<file path="config.mk">
export PLATFORM = sky130hd
export DESIGN_NAME = clipped_rectangle_outline_writer_top
export DESIGN_NICKNAME = d
export VERILOG_FILES = /design/src/crow_pkg.sv /design/src/crow_fifo.sv /design/src/crow_front.sv /design/src/crow_back.sv /design/src/clipped_rectangle_outline_writer_top.sv
export SDC_FILE = /design/constraint.sdc
export NUM_CORES = 2
export LEC_CHECK = 0
export ABC_CLOCK_PERIOD_IN_PS = 30700
export BUFFER_PORTS_ARGS = -buffer_cell sky130_fd_sc_hd__buf_2
export CAP_MARGIN = 20
export CORE_MARGIN = 2
export CORE_UTILIZATION = 55
export DETAILED_ROUTE_END_ITERATION = 8
export GPL_TIMING_DRIVEN = 0
export PLACE_DENSITY = 0.72
export SYNTH_ARGS = -nofsm -noshare
export SYNTH_HDL_FRONTEND = slang
export SYNTH_SLANG_ARGS = --single-unit
</file>
<file path="constraint.sdc">
create_clock -name i_clk -period 30.7 [get_ports i_clk]
set_input_delay 6.14 -clock i_clk [delete_from_list [all_inputs] [get_ports i_clk]]
set_output_delay 6.14 -clock i_clk [all_outputs]
set_load 0.005 [all_outputs]
</file>
<file path="src/crow_pkg.sv">
// ----------------------------------------------------------------------------
// crow_pkg: shared types and constants of the rectangle outline writer
// Command word passed from the front end to the back end, phase codes,
// register indexes and reset values.
// ----------------------------------------------------------------------------
`default_nettype none

package crow_pkg;

    // register indexes on the configuration port
    localparam logic [1:0] REG_FRAME_BASE      = 2'd0;
    localparam logic [1:0] REG_SURFACE_WIDTH   = 2'd1;
    localparam logic [1:0] REG_SURFACE_HEIGHT  = 2'd2;
    localparam logic [1:0] REG_HALFWORD_PIXELS = 2'd3;

    localparam int CFG_INDEX_BITS = 2;
    localparam int CFG_DATA_BITS  = 32;

    localparam int DIM_BITS   = 13;     // surface size registers, row pitch
    localparam int ADDR_BITS  = 32;
    localparam int COLOR_BITS = 16;
    localparam int IN_COORD_BITS = 14;  // signed rectangle fields
    localparam int CLIP_BITS  = 17;     // signed working width of the clip

    // widest coordinate any COORD_BITS setting produces
    localparam int COORD_BITS_MAX = 16;
    localparam int COORD_BITS_DEF = 13;
    localparam int PROD_BITS      = COORD_BITS_MAX + DIM_BITS;

    localparam logic [ADDR_BITS-1:0] RST_FRAME_BASE     = '0;
    localparam logic [DIM_BITS-1:0]  RST_SURFACE_WIDTH  = 13'd640;
    localparam logic [DIM_BITS-1:0]  RST_SURFACE_HEIGHT = 13'd480;

    localparam int FIFO_DEPTH    = 4;
    localparam int FIFO_PTR_BITS = 2;

    localparam int S_TDATA_BITS = 80;
    localparam int M_TDATA_BITS = 48;
    localparam int M_TUSER_BITS = 2;

    typedef enum logic [1:0] {
        PH_IDLE  = 2'd0,
        PH_EDGES = 2'd1,
        PH_SIDES = 2'd2
    } t_phase;

    // start: col/row hold the clipped origin, base the frame base
    // step:  col/row hold the pixel position, base unused
    typedef struct packed {
        logic                       is_start;
        logic [COORD_BITS_MAX-1:0]  col;
        logic [COORD_BITS_MAX-1:0]  row;
        logic [ADDR_BITS-1:0]       base;
        logic [DIM_BITS-1:0]        pitch;
        logic                       halfword;
        logic [COLOR_BITS-1:0]      color;
        logic                       xor_op;
        logic                       last;
    } t_cmd;

endpackage

`default_nettype wire

</file>
<file path="src/crow_fifo.sv">
// ----------------------------------------------------------------------------
// crow_fifo: command queue between front and back end
// Small register queue; full is taken from the registered fill count.
// ----------------------------------------------------------------------------
`default_nettype none

module crow_fifo (
    input  wire logic          i_clk,
    input  wire logic          i_rst_n,
    input  wire logic          i_push,
    input  crow_pkg::t_cmd     i_push_cmd,
    output logic               o_full,
    output logic               o_valid,
    output crow_pkg::t_cmd     o_cmd,
    input  wire logic          i_pop
);

    crow_pkg::t_cmd r_mem [crow_pkg::FIFO_DEPTH];

    logic [crow_pkg::FIFO_PTR_BITS-1:0] r_wr_ptr;
    logic [crow_pkg::FIFO_PTR_BITS-1:0] r_rd_ptr;
    logic [crow_pkg::FIFO_PTR_BITS:0]   r_count;

    logic do_push;
    logic do_pop;

    assign o_full  = (r_count == (crow_pkg::FIFO_PTR_BITS+1)'(crow_pkg::FIFO_DEPTH));
    assign o_valid = (r_count != '0);
    assign o_cmd   = r_mem[r_rd_ptr];

    assign do_push = i_push && !o_full;
    assign do_pop  = i_pop && o_valid;

    always_ff @(posedge i_clk) begin
        if (do_push) begin
            r_mem[r_wr_ptr] <= i_push_cmd;
        end
    end

    always_ff @(posedge i_clk) begin
        if (!i_rst_n) begin
            r_wr_ptr <= '0;
            r_rd_ptr <= '0;
            r_count  <= '0;
        end else begin
            if (do_push) begin
                r_wr_ptr <= r_wr_ptr + 1'b1;
            end
            if (do_pop) begin
                r_rd_ptr <= r_rd_ptr + 1'b1;
            end
            case ({do_push, do_pop})
                2'b10:   r_count <= r_count + 1'b1;
                2'b01:   r_count <= r_count - 1'b1;
                default: r_count <= r_count;
            endcase
        end
    end

endmodule

`default_nettype wire

</file>
<file path="src/crow_front.sv">
// ----------------------------------------------------------------------------
// crow_front: item intake, clipping and outline sequencing
// Clips start items to the surface and walks the outline on step items,
// pushing one command per start that survives the clip and per pixel.
// ----------------------------------------------------------------------------
`default_nettype none

module crow_front #(
    parameter int COORD_BITS = crow_pkg::COORD_BITS_DEF
) (
    input  wire logic                              i_clk,
    input  wire logic                              i_rst_n,
    input  wire logic                              i_accept,
    input  wire logic                              i_mode,
    input  wire logic [crow_pkg::IN_COORD_BITS-1:0] i_rect_x,
    input  wire logic [crow_pkg::IN_COORD_BITS-1:0] i_rect_y,
    input  wire logic [crow_pkg::IN_COORD_BITS-1:0] i_rect_width,
    input  wire logic [crow_pkg::IN_COORD_BITS-1:0] i_rect_height,
    input  wire logic [crow_pkg::COLOR_BITS-1:0]    i_border_color,
    input  wire logic                              i_use_xor,
    input  wire logic [crow_pkg::ADDR_BITS-1:0]     i_frame_base,
    input  wire logic [crow_pkg::DIM_BITS-1:0]      i_surface_width,
    input  wire logic [crow_pkg::DIM_BITS-1:0]      i_surface_height,
    input  wire logic                              i_halfword,
    output logic                                   o_push,
    output crow_pkg::t_cmd                         o_cmd
);

    localparam int CW = crow_pkg::CLIP_BITS;
    localparam int EXT = CW - crow_pkg::IN_COORD_BITS;
    localparam logic [CW-1:0] COORD_MAX = CW'((64'd1 << COORD_BITS) - 64'd1);

    crow_pkg::t_phase r_phase, n_phase;
    logic [COORD_BITS-1:0] r_cw, n_cw;
    logic [COORD_BITS-1:0] r_ch, n_ch;
    logic [COORD_BITS-1:0] r_col, n_col;
    logic [COORD_BITS-1:0] r_row, n_row;
    logic                  r_second, n_second;
    logic [crow_pkg::COLOR_BITS-1:0] r_color, n_color;
    logic                  r_xor, n_xor;

    logic signed [CW-1:0] x, y, w, h;
    logic signed [CW-1:0] sw_e, sh_e;
    logic signed [CW-1:0] xc, yc, wc, hc, wf, hf;
    logic signed [CW-1:0] end_x, end_y;
    logic                 empty;
    logic [COORD_BITS:0]  col_inc;
    logic [COORD_BITS:0]  row_inc;
    logic [COORD_BITS:0]  cw_m1;

    // clip, all terms in parallel: the far edge does not move when the
    // near edge is pulled in to zero
    always_comb begin
        x = {{EXT{i_rect_x[crow_pkg::IN_COORD_BITS-1]}}, i_rect_x};
        y = {{EXT{i_rect_y[crow_pkg::IN_COORD_BITS-1]}}, i_rect_y};
        w = {{EXT{i_rect_width[crow_pkg::IN_COORD_BITS-1]}}, i_rect_width};
        h = {{EXT{i_rect_height[crow_pkg::IN_COORD_BITS-1]}}, i_rect_height};
        sw_e = (CW'(i_surface_width) > COORD_MAX) ? COORD_MAX : CW'(i_surface_width);
        sh_e = (CW'(i_surface_height) > COORD_MAX) ? COORD_MAX : CW'(i_surface_height);
        xc = x[CW-1] ? '0 : x;
        yc = y[CW-1] ? '0 : y;
        wc = x[CW-1] ? w + x : w;
        hc = y[CW-1] ? h + y : h;
        end_x = x + w;
        end_y = y + h;
        wf = (end_x > sw_e) ? sw_e - xc : wc;
        hf = (end_y > sh_e) ? sh_e - yc : hc;
        empty = (wf <= 0) || (hf <= 0);
    end

    assign col_inc = {1'b0, r_col} + 1'b1;
    assign row_inc = {1'b0, r_row} + 1'b1;
    assign cw_m1   = {1'b0, r_cw} - 1'b1;

    always_comb begin
        n_phase  = r_phase;
        n_cw     = r_cw;
        n_ch     = r_ch;
        n_col    = r_col;
        n_row    = r_row;
        n_second = r_second;
        n_color  = r_color;
        n_xor    = r_xor;
        o_push   = 1'b0;
        o_cmd          = '0;
        o_cmd.pitch    = i_surface_width;
        o_cmd.halfword = i_halfword;
        o_cmd.color    = r_color;
        o_cmd.xor_op   = r_xor;

        if (i_accept) begin
            if (!i_mode) begin
                n_phase = crow_pkg::PH_IDLE;
                if (!empty) begin
                    n_cw     = wf[COORD_BITS-1:0];
                    n_ch     = hf[COORD_BITS-1:0];
                    n_color  = i_border_color;
                    n_xor    = i_use_xor;
                    n_col    = COORD_BITS'(1);
                    n_row    = '0;
                    n_second = 1'b0;
                    n_phase  = (wf > 2) ? crow_pkg::PH_EDGES : crow_pkg::PH_SIDES;
                    o_push         = 1'b1;
                    o_cmd.is_start = 1'b1;
                    o_cmd.col      = crow_pkg::COORD_BITS_MAX'(xc[COORD_BITS-1:0]);
                    o_cmd.row      = crow_pkg::COORD_BITS_MAX'(yc[COORD_BITS-1:0]);
                    o_cmd.base     = i_frame_base;
                end
            end else begin
                case (r_phase)
                    crow_pkg::PH_EDGES: begin
                        // top pixel, then bottom pixel of the same column
                        o_push    = 1'b1;
                        o_cmd.col = crow_pkg::COORD_BITS_MAX'(r_col);
                        o_cmd.row = r_second ?
                            crow_pkg::COORD_BITS_MAX'(r_ch - 1'b1) : '0;
                        if (!r_second && (r_ch > COORD_BITS'(1))) begin
                            n_second = 1'b1;
                        end else begin
                            n_second = 1'b0;
                            n_col    = col_inc[COORD_BITS-1:0];
                            if (col_inc >= cw_m1) begin
                                n_phase = crow_pkg::PH_SIDES;
                                n_row   = '0;
                            end
                        end
                    end
                    crow_pkg::PH_SIDES: begin
                        o_push    = 1'b1;
                        o_cmd.row = crow_pkg::COORD_BITS_MAX'(r_row);
                        o_cmd.col = r_second ?
                            crow_pkg::COORD_BITS_MAX'(r_cw - 1'b1) : '0;
                        if (!r_second && (r_cw > COORD_BITS'(1))) begin
                            n_second = 1'b1;
                        end else begin
                            n_second = 1'b0;
                            n_row    = row_inc[COORD_BITS-1:0];
                            if (row_inc >= {1'b0, r_ch}) begin
                                n_phase    = crow_pkg::PH_IDLE;
                                o_cmd.last = 1'b1;
                            end
                        end
                    end
                    default: begin
                        o_push = 1'b0;
                    end
                endcase
            end
        end
    end

    always_ff @(posedge i_clk) begin
        if (!i_rst_n) begin
            r_phase  <= crow_pkg::PH_IDLE;
            r_cw     <= '0;
            r_ch     <= '0;
            r_col    <= '0;
            r_row    <= '0;
            r_second <= 1'b0;
            r_color  <= '0;
            r_xor    <= 1'b0;
        end else begin
            r_phase  <= n_phase;
            r_cw     <= n_cw;
            r_ch     <= n_ch;
            r_col    <= n_col;
            r_row    <= n_row;
            r_second <= n_second;
            r_color  <= n_color;
            r_xor    <= n_xor;
        end
    end

endmodule

`default_nettype wire

</file>
<file path="src/crow_back.sv">
// ----------------------------------------------------------------------------
// crow_back: address pipeline and output register
// Stage A multiplies row by pitch; the output stage adds the column,
// scales by pixel size and adds the origin. Start commands end in the
// origin register and produce no transfer.
// ----------------------------------------------------------------------------
`default_nettype none

module crow_back (
    input  wire logic                              i_clk,
    input  wire logic                              i_rst_n,
    input  wire logic                              i_cmd_valid,
    input  crow_pkg::t_cmd                         i_cmd,
    output logic                                   o_cmd_pop,
    output logic                                   o_valid,
    input  wire logic                              i_ready,
    output logic [crow_pkg::ADDR_BITS-1:0]          o_write_address,
    output logic [crow_pkg::COLOR_BITS-1:0]         o_pixel_value,
    output logic                                   o_xor_write,
    output logic                                   o_halfword_write,
    output logic                                   o_last_pixel
);

    localparam int OFF_BITS = crow_pkg::PROD_BITS + 1;

    // stage A
    logic                                 r_a_vld;
    logic                                 r_a_start;
    logic [crow_pkg::COORD_BITS_MAX-1:0]  r_a_col;
    logic [crow_pkg::PROD_BITS-1:0]       r_a_prod;
    logic [crow_pkg::ADDR_BITS-1:0]       r_a_base;
    logic                                 r_a_hw;
    logic [crow_pkg::COLOR_BITS-1:0]      r_a_color;
    logic                                 r_a_xor;
    logic                                 r_a_last;

    logic [crow_pkg::ADDR_BITS-1:0]       r_origin;

    logic                                 r_o_vld;

    logic                                 out_free;
    logic                                 a_adv;
    logic                                 a_free;
    logic [OFF_BITS-1:0]                  offset;
    logic [OFF_BITS:0]                    scaled;
    logic [crow_pkg::ADDR_BITS-1:0]       addr;

    assign out_free  = !r_o_vld || i_ready;
    assign a_adv     = r_a_vld && (r_a_start || out_free);
    assign a_free    = !r_a_vld || a_adv;
    assign o_cmd_pop = i_cmd_valid && a_free;
    assign o_valid   = r_o_vld;

    always_comb begin
        offset = OFF_BITS'(r_a_col) + OFF_BITS'(r_a_prod);
        scaled = r_a_hw ? {offset, 1'b0} : {1'b0, offset};
        addr   = (r_a_start ? r_a_base : r_origin) + crow_pkg::ADDR_BITS'(scaled);
    end

    always_ff @(posedge i_clk) begin
        if (o_cmd_pop) begin
            r_a_start <= i_cmd.is_start;
            r_a_col   <= i_cmd.col;
            r_a_prod  <= crow_pkg::PROD_BITS'(i_cmd.row) *
                         crow_pkg::PROD_BITS'(i_cmd.pitch);
            r_a_base  <= i_cmd.base;
            r_a_hw    <= i_cmd.halfword;
            r_a_color <= i_cmd.color;
            r_a_xor   <= i_cmd.xor_op;
            r_a_last  <= i_cmd.last;
        end
        if (a_adv && !r_a_start) begin
            o_write_address  <= addr;
            o_pixel_value    <= r_a_hw ? r_a_color :
                                {{(crow_pkg::COLOR_BITS-8){1'b0}}, r_a_color[7:0]};
            o_xor_write      <= r_a_xor;
            o_halfword_write <= r_a_hw;
            o_last_pixel     <= r_a_last;
        end
    end

    always_ff @(posedge i_clk) begin
        if (!i_rst_n) begin
            r_a_vld  <= 1'b0;
            r_o_vld  <= 1'b0;
            r_origin <= '0;
        end else begin
            if (a_free) begin
                r_a_vld <= i_cmd_valid;
            end
            if (a_adv && r_a_start) begin
                r_origin <= addr;
            end
            if (a_adv && !r_a_start) begin
                r_o_vld <= 1'b1;
            end else if (i_ready) begin
                r_o_vld <= 1'b0;
            end
        end
    end

endmodule

`default_nettype wire

</file>
<file path="src/clipped_rectangle_outline_writer_top.sv">
// ----------------------------------------------------------------------------
// clipped_rectangle_outline_writer_top: clipped rectangle outline writer
// Clips a rectangle to the surface and issues one pixel write per step.
//
//   channel   dir  handshake               payload
//   s         in   i_s_tvalid/o_s_tready   tdata rect fields, tuser mode
//   m         out  o_m_tvalid/i_m_tready   tdata addr/pixel, tuser flags, tlast
//   cfg       in   i_cfg_valid/o_cfg_ready index + 32-bit data
//
// One item per cycle sustained while the queue has room; a step transfer
// passes the queue, stage A and output register. Limits are the front-end
// sequencer (one outline step per cycle) and row-times-pitch multiplier.
// Start items produce no output; the origin is computed in the back end.
// A four-entry command queue absorbs output stalls; s stalls only when full.
// Synchronous reset clears control state; no clearing pass is needed.
// ----------------------------------------------------------------------------
`default_nettype none

module clipped_rectangle_outline_writer_top #(
    parameter int COORD_BITS = crow_pkg::COORD_BITS_DEF
) (
    input  wire logic                                i_clk,
    input  wire logic                                i_rst_n,
    // rect_x[13:0] rect_y[27:14] rect_width[41:28] rect_height[55:42]
    // border_color[71:56] use_xor[72], zero above
    input  wire logic                                i_s_tvalid,
    output logic                                     o_s_tready,
    input  wire logic [crow_pkg::S_TDATA_BITS-1:0]    i_s_tdata,
    input  wire logic                                i_s_tuser,   // mode
    // write_address[31:0] pixel_value[47:32]
    output logic                                     o_m_tvalid,
    input  wire logic                                i_m_tready,
    output logic [crow_pkg::M_TDATA_BITS-1:0]         o_m_tdata,
    output logic [crow_pkg::M_TUSER_BITS-1:0]         o_m_tuser,  // xor_write[0] halfword_write[1]
    output logic                                     o_m_tlast,  // last_pixel
    input  wire logic                                i_cfg_valid,
    output logic                                     o_cfg_ready,
    input  wire logic [crow_pkg::CFG_INDEX_BITS-1:0]  i_cfg_index,
    input  wire logic [crow_pkg::CFG_DATA_BITS-1:0]   i_cfg_data
);

    logic [crow_pkg::ADDR_BITS-1:0] r_frame_base;
    logic [crow_pkg::DIM_BITS-1:0]  r_surface_width;
    logic [crow_pkg::DIM_BITS-1:0]  r_surface_height;
    logic                           r_halfword;

    logic           in_accept;
    logic           push;
    crow_pkg::t_cmd push_cmd;
    logic           fifo_full;
    logic           fifo_valid;
    crow_pkg::t_cmd fifo_cmd;
    logic           pop;

    logic [crow_pkg::ADDR_BITS-1:0]  write_address;
    logic [crow_pkg::COLOR_BITS-1:0] pixel_value;
    logic                            xor_write;
    logic                            halfword_write;

    assign o_cfg_ready = 1'b1;
    assign o_s_tready  = !fifo_full;
    assign in_accept   = i_s_tvalid && o_s_tready;

    always_ff @(posedge i_clk) begin
        if (!i_rst_n) begin
            r_frame_base     <= crow_pkg::RST_FRAME_BASE;
            r_surface_width  <= crow_pkg::RST_SURFACE_WIDTH;
            r_surface_height <= crow_pkg::RST_SURFACE_HEIGHT;
            r_halfword       <= 1'b0;
        end else if (i_cfg_valid) begin
            case (i_cfg_index)
                crow_pkg::REG_FRAME_BASE:
                    r_frame_base <= i_cfg_data[crow_pkg::ADDR_BITS-1:0];
                crow_pkg::REG_SURFACE_WIDTH:
                    r_surface_width <= i_cfg_data[crow_pkg::DIM_BITS-1:0];
                crow_pkg::REG_SURFACE_HEIGHT:
                    r_surface_height <= i_cfg_data[crow_pkg::DIM_BITS-1:0];
                crow_pkg::REG_HALFWORD_PIXELS:
                    r_halfword <= i_cfg_data[0];
                default: begin
                    r_halfword <= r_halfword;
                end
            endcase
        end
    end

    crow_front #(
        .COORD_BITS (COORD_BITS)
    ) u_front (
        .i_clk            (i_clk),
        .i_rst_n          (i_rst_n),
        .i_accept         (in_accept),
        .i_mode           (i_s_tuser),
        .i_rect_x         (i_s_tdata[13:0]),
        .i_rect_y         (i_s_tdata[27:14]),
        .i_rect_width     (i_s_tdata[41:28]),
        .i_rect_height    (i_s_tdata[55:42]),
        .i_border_color   (i_s_tdata[71:56]),
        .i_use_xor        (i_s_tdata[72]),
        .i_frame_base     (r_frame_base),
        .i_surface_width  (r_surface_width),
        .i_surface_height (r_surface_height),
        .i_halfword       (r_halfword),
        .o_push           (push),
        .o_cmd            (push_cmd)
    );

    crow_fifo u_fifo (
        .i_clk      (i_clk),
        .i_rst_n    (i_rst_n),
        .i_push     (push),
        .i_push_cmd (push_cmd),
        .o_full     (fifo_full),
        .o_valid    (fifo_valid),
        .o_cmd      (fifo_cmd),
        .i_pop      (pop)
    );

    crow_back u_back (
        .i_clk            (i_clk),
        .i_rst_n          (i_rst_n),
        .i_cmd_valid      (fifo_valid),
        .i_cmd            (fifo_cmd),
        .o_cmd_pop        (pop),
        .o_valid          (o_m_tvalid),
        .i_ready          (i_m_tready),
        .o_write_address  (write_address),
        .o_pixel_value    (pixel_value),
        .o_xor_write      (xor_write),
        .o_halfword_write (halfword_write),
        .o_last_pixel     (o_m_tlast)
    );

    assign o_m_tdata = {pixel_value, write_address};
    assign o_m_tuser = {halfword_write, xor_write};

endmodule

`default_nettype wire
</file>
==> results summary <==
The number of antenna violations at the first check in global routing is 2. The warning count from the yosys run came out at 0. The synthesized netlist net count is 4100. The number of max-slew violations in the final report is 0. Setup violations remaining at the end of the flow were counted as 0. The number of buffers and inverters on the critical path is 4. The post-detailed-route wirelength per cell is 22.8 um. The ratio of final minimum period to clock period came out at 40.3%. The hold-critical path depth came out at 0. The register area share after synthesis came out at 46.9%. Yosys instantiated no cell more often than sky130_fd_sc_hd__edfxtp_1.

The startpoint identified for the worst hold timing path is u_back.r_a_color[6]. The cell count after synthesis came out at 3575. Ranked by total cell area, the synthesized netlist is headed by sky130_fd_sc_hd__edfxtp_1 38%, sky130_fd_sc_hd__dfxtp_1 8.6%, sky130_fd_sc_hd__fa_1 8.0%. The number of buffers added by the clock tree synthesis step came out at 72. The number of DRC violations after detailed routing came out at 0. The number of enable-type register cells in the synthesized netlist came out at 518. The clock sink total is 692.

The number of non-filler instances in the completed layout came out at 4850. The final RePlAce weighted congestion came out at 0.972. The initial detailed-routing violation count is 2844. The die width came out at 276 um. The cell area that synthesis handed to floorplanning was 0.0406 mm^2. The total die area came out at 0.0760 mm^2. The slowest stage of the critical path is the sky130_fd_sc_hd__a2111oi_1 cell. For the pin with the worst max-slew slack, the measured transition is 1.27 ns.

For the worst flop-to-flop path, the logic depth is 24. The CTS tree is done. The starting density of the core is 55.6%. Of the cells placed in the final design, the portion with a size suffix greater than 1 is 13.0%.

The via count of the first global-routing pass is 28484. The wire length of the first global-routing pass is 168000 um. The height of the chip is 276 um. The final hold violation count came out at 0. The flop and latch count out of synthesis came out at 692. The global-route congestion overflow total came out at 0. The critical path launch point is i_s_tdata[16].

The required time reported for the critical path endpoint came out at 31.23 ns. Clock-pin slew was measured on the worst setup and hold paths at 0.06 ns. The largest buffer count on any clock path came out at 3. Grouping stages by cell kind, the critical path spends the most delay in compound AO/OA/AOI/OAI gates. The worst hold path terminates at u_back.o_pixel_value[6].

The post-cts sizing count came out at 0. The number of inserted diodes is 0. The area of all placed cells without fillers came out at 0.0455 mm^2.

The final total negative setup slack is 0 ns. The total via count in the routed design came out at 29107. The final routed wirelength across all metal layers came out at 111000 um.

The run finished with clean final reports. The placed standard-cell area came out at 0.0430 mm^2. The worst setup path is launched from an input port. The worst setup path is captured at a flip-flop. The count of maximum capacitance violations is 0. The tightest hold path in the finished design has a slack of 0.427 ns.

The mean instance size in the synthesized netlist came out at 11.3 um^2. The number of primary I/O pins came out at 174. For the final database, setup skew stands at 0.0295 ns.

The row count is 99. The number of detailed-route iterations in the first pass is 6. Once placement completed, the tool counted placed cells totaling 4716.

The library cell appearing most often on the critical path is sky130_fd_sc_hd__ha_1. The largest single stage delay on the critical path is 0.56 ns. The detail route stage leaves a number of antenna-violating nets equal to 0.

In this run the worst hold path is classified as reg2reg. The post-synthesis to final-layout area growth is 12.1%. The class of the most critical setup path is in2reg. The logic depth of the worst setup path including buffers came out at 25. The arrival time of the worst setup path came out at 12.89 ns. The buffer count from post-CTS setup fixing came out at 0. sky130_fd_sc_hd__edfxtp_1 takes more of the synthesized area than any other cell. The worst-case headroom to the max-slew limit is 15.1%.

The fill cell total of the finished layout is 5770. The number of unique standard cell types used by synthesis came out at 89. Global routing used 29.4% of the available tracks across all layers.

The number of vias per cell after detailed routing came out at 6.00. The clock reaches the later pin of the worst-skew pair after 0.63 ns. In this run the worst path has a maximum fanout of 10. The H-tree level count came out at 3. The core outline area came out at 0.0730 mm^2. The maximum frequency from static timing analysis came out at 0.0809 GHz. The routed design could run at a clock period as short as 12.37 ns. The count of nets after finishing is 4357. The pin count of the biggest net entering global routing is 34. In this run the critical register-to-register path is captured at u_back.r_a_prod[28]. The quantity of I/O buffers inserted on ports is 165. In this run the register-to-register setup slack is 21.47 ns. The HPWL after detailed placement is 83800 um. The fraction of registers with async set or reset after synthesis is 0%. By count the netlist is led by 518 x sky130_fd_sc_hd__edfxtp_1, 438 x sky130_fd_sc_hd__nand2_1, 255 x sky130_fd_sc_hd__inv_1. The number of buffers added to fix hold violations after cts came out at 0. Setup repair after global routing left no endpoint under its margin. The dominant register cell in the synthesized netlist is sky130_fd_sc_hd__edfxtp_1.

The area share of the largest cell type after synthesis is 38.3%. In this run the clock root is driven by a sky130_fd_sc_hd__clkbuf_16.
[worst reg2reg max path: stages, from the launching register on]
cell	delay, ns
sky130_fd_sc_hd__dfxtp_1	0.31
sky130_fd_sc_hd__clkbuf_1	0.72
sky130_fd_sc_hd__clkbuf_1	0.77
sky130_fd_sc_hd__buf_1	0.86
sky130_fd_sc_hd__nand2_1	0.10
sky130_fd_sc_hd__o21ai_1	0.53
sky130_fd_sc_hd__inv_1	0.35
sky130_fd_sc_hd__and2_1	0.29
sky130_fd_sc_hd__fa_1	0.47
sky130_fd_sc_hd__fa_1	0.51
sky130_fd_sc_hd__inv_1	0.05
sky130_fd_sc_hd__fa_1	0.47
sky130_fd_sc_hd__fa_1	0.55
sky130_fd_sc_hd__inv_1	0.05
sky130_fd_sc_hd__ha_1	0.32
sky130_fd_sc_hd__o21a_1	0.15
sky130_fd_sc_hd__a21boi_0	0.25
sky130_fd_sc_hd__o41ai_1	0.17
sky130_fd_sc_hd__o31ai_1	0.34
sky130_fd_sc_hd__o221ai_1	0.26
sky130_fd_sc_hd__o21ai_0	0.42
sky130_fd_sc_hd__nor4_1	0.09
sky130_fd_sc_hd__o41ai_1	0.60
sky130_fd_sc_hd__a31oi_1	0.18
sky130_fd_sc_hd__xnor2_1	0.19
[per-stage QoR]
stage / util [%] / worst slack, ns
floorplan: - / 16.14
global placement: 58.4 / 11.97
detailed placement: 58.9 / 17.79
CTS: 62.3 / 18.42
global route: 62.3 / 17.87
finish: 62.3 / 18.33
[cell type report]
class                           count  area, um^2  share of cell area (%)
Buffer                            162         658                    1.45
Inverter                          259         972                    2.14
Tap cell                          959        1200                    2.64
Multi-Input combinational cell   2462       19900                    43.9
Sequential cell                   692       19000                    41.9
Clock buffer                       93        1990                    4.38
Timing Repair Buffer              183        1170                    2.58
Clock inverter                     40         480                    1.06
[metal layers]
layer / up-vias / track usage, % / part of all wire [%] / wire [um]
met5: - / 0 / 0.018 / 20
met4: 4 / 12.4 / 4.4 / 4870
met3: 263 / 4.23 / 7.4 / 8160
met2: 1194 / 47.7 / 47 / 52100
met1: 14198 / 40.0 / 41 / 45400
li1: 13448 / - / - / -
[cell families (layout without fill, tap and decap cells)]
| kind of cell | after synthesis | count (layout) | share of synthesized area (%) |
|---|---|---|---|
| compound gates | 707 | 707 | 11.2 |
| xor+xnor | 151 | 151 | 3.26 |
| fa+ha+maj | 405 | 405 | 15.5 |
| buf+inv | 421 | 737 | 4.02 |
| flops | 692 | 692 | 46.9 |
| mux | 181 | 181 | 7.33 |
| other cells | 1 | 1 | 0.00924 |
| simple gates | 1017 | 1017 | 11.7 |
[cells in the final DEF (no fill, tap or decap), types with 129 or more instances in the layout]
cell	count
sky130_fd_sc_hd__a21oi_1	242
sky130_fd_sc_hd__buf_2	175
sky130_fd_sc_hd__clkbuf_1	129
sky130_fd_sc_hd__dfxtp_1	174
sky130_fd_sc_hd__edfxtp_1	518
sky130_fd_sc_hd__fa_1	162
sky130_fd_sc_hd__ha_1	243
sky130_fd_sc_hd__inv_1	255
sky130_fd_sc_hd__nand2_1	438
sky130_fd_sc_hd__nor2_1	161
[worst max path at each step]
stage / end / slack (ns)
2_1_floorplan: u_fifo.r_mem[0][0] / 16.14
3_3_place_gp: u_fifo.r_mem[1][9] / 11.97
3_5_place_dp: u_fifo.r_count[2] / 17.79
4_1_cts: u_fifo.r_count[2] / 18.42
5_1_grt: u_fifo.r_count[2] / 17.87
6_report: u_fifo.r_count[2] / 18.33
[sequential cells by signal, indices dropped and copies added (netlist names), 2 cells and up, named ones only]
signal	cells
u_back.r_a_color	16
u_front.r_row	13
u_fifo.r_rd_ptr	2
u_back.r_origin	32
u_fifo.r_wr_ptr	2
r_surface_width	13
u_front.r_phase	2
u_back.r_a_col	14
u_front.r_cw	13
u_back.r_a_base	32
u_fifo.r_count	3
u_back.o_write_address	32
u_fifo.r_mem	372
u_back.o_pixel_value	16
u_front.r_color	16
r_frame_base	32
u_back.r_a_prod	29
u_front.r_ch	13
u_front.r_col	13
r_surface_height	13
Power is left out: the tool's default activity adds up to more than one toggle a clock period on the data nets, which glitch-free logic cannot reach.
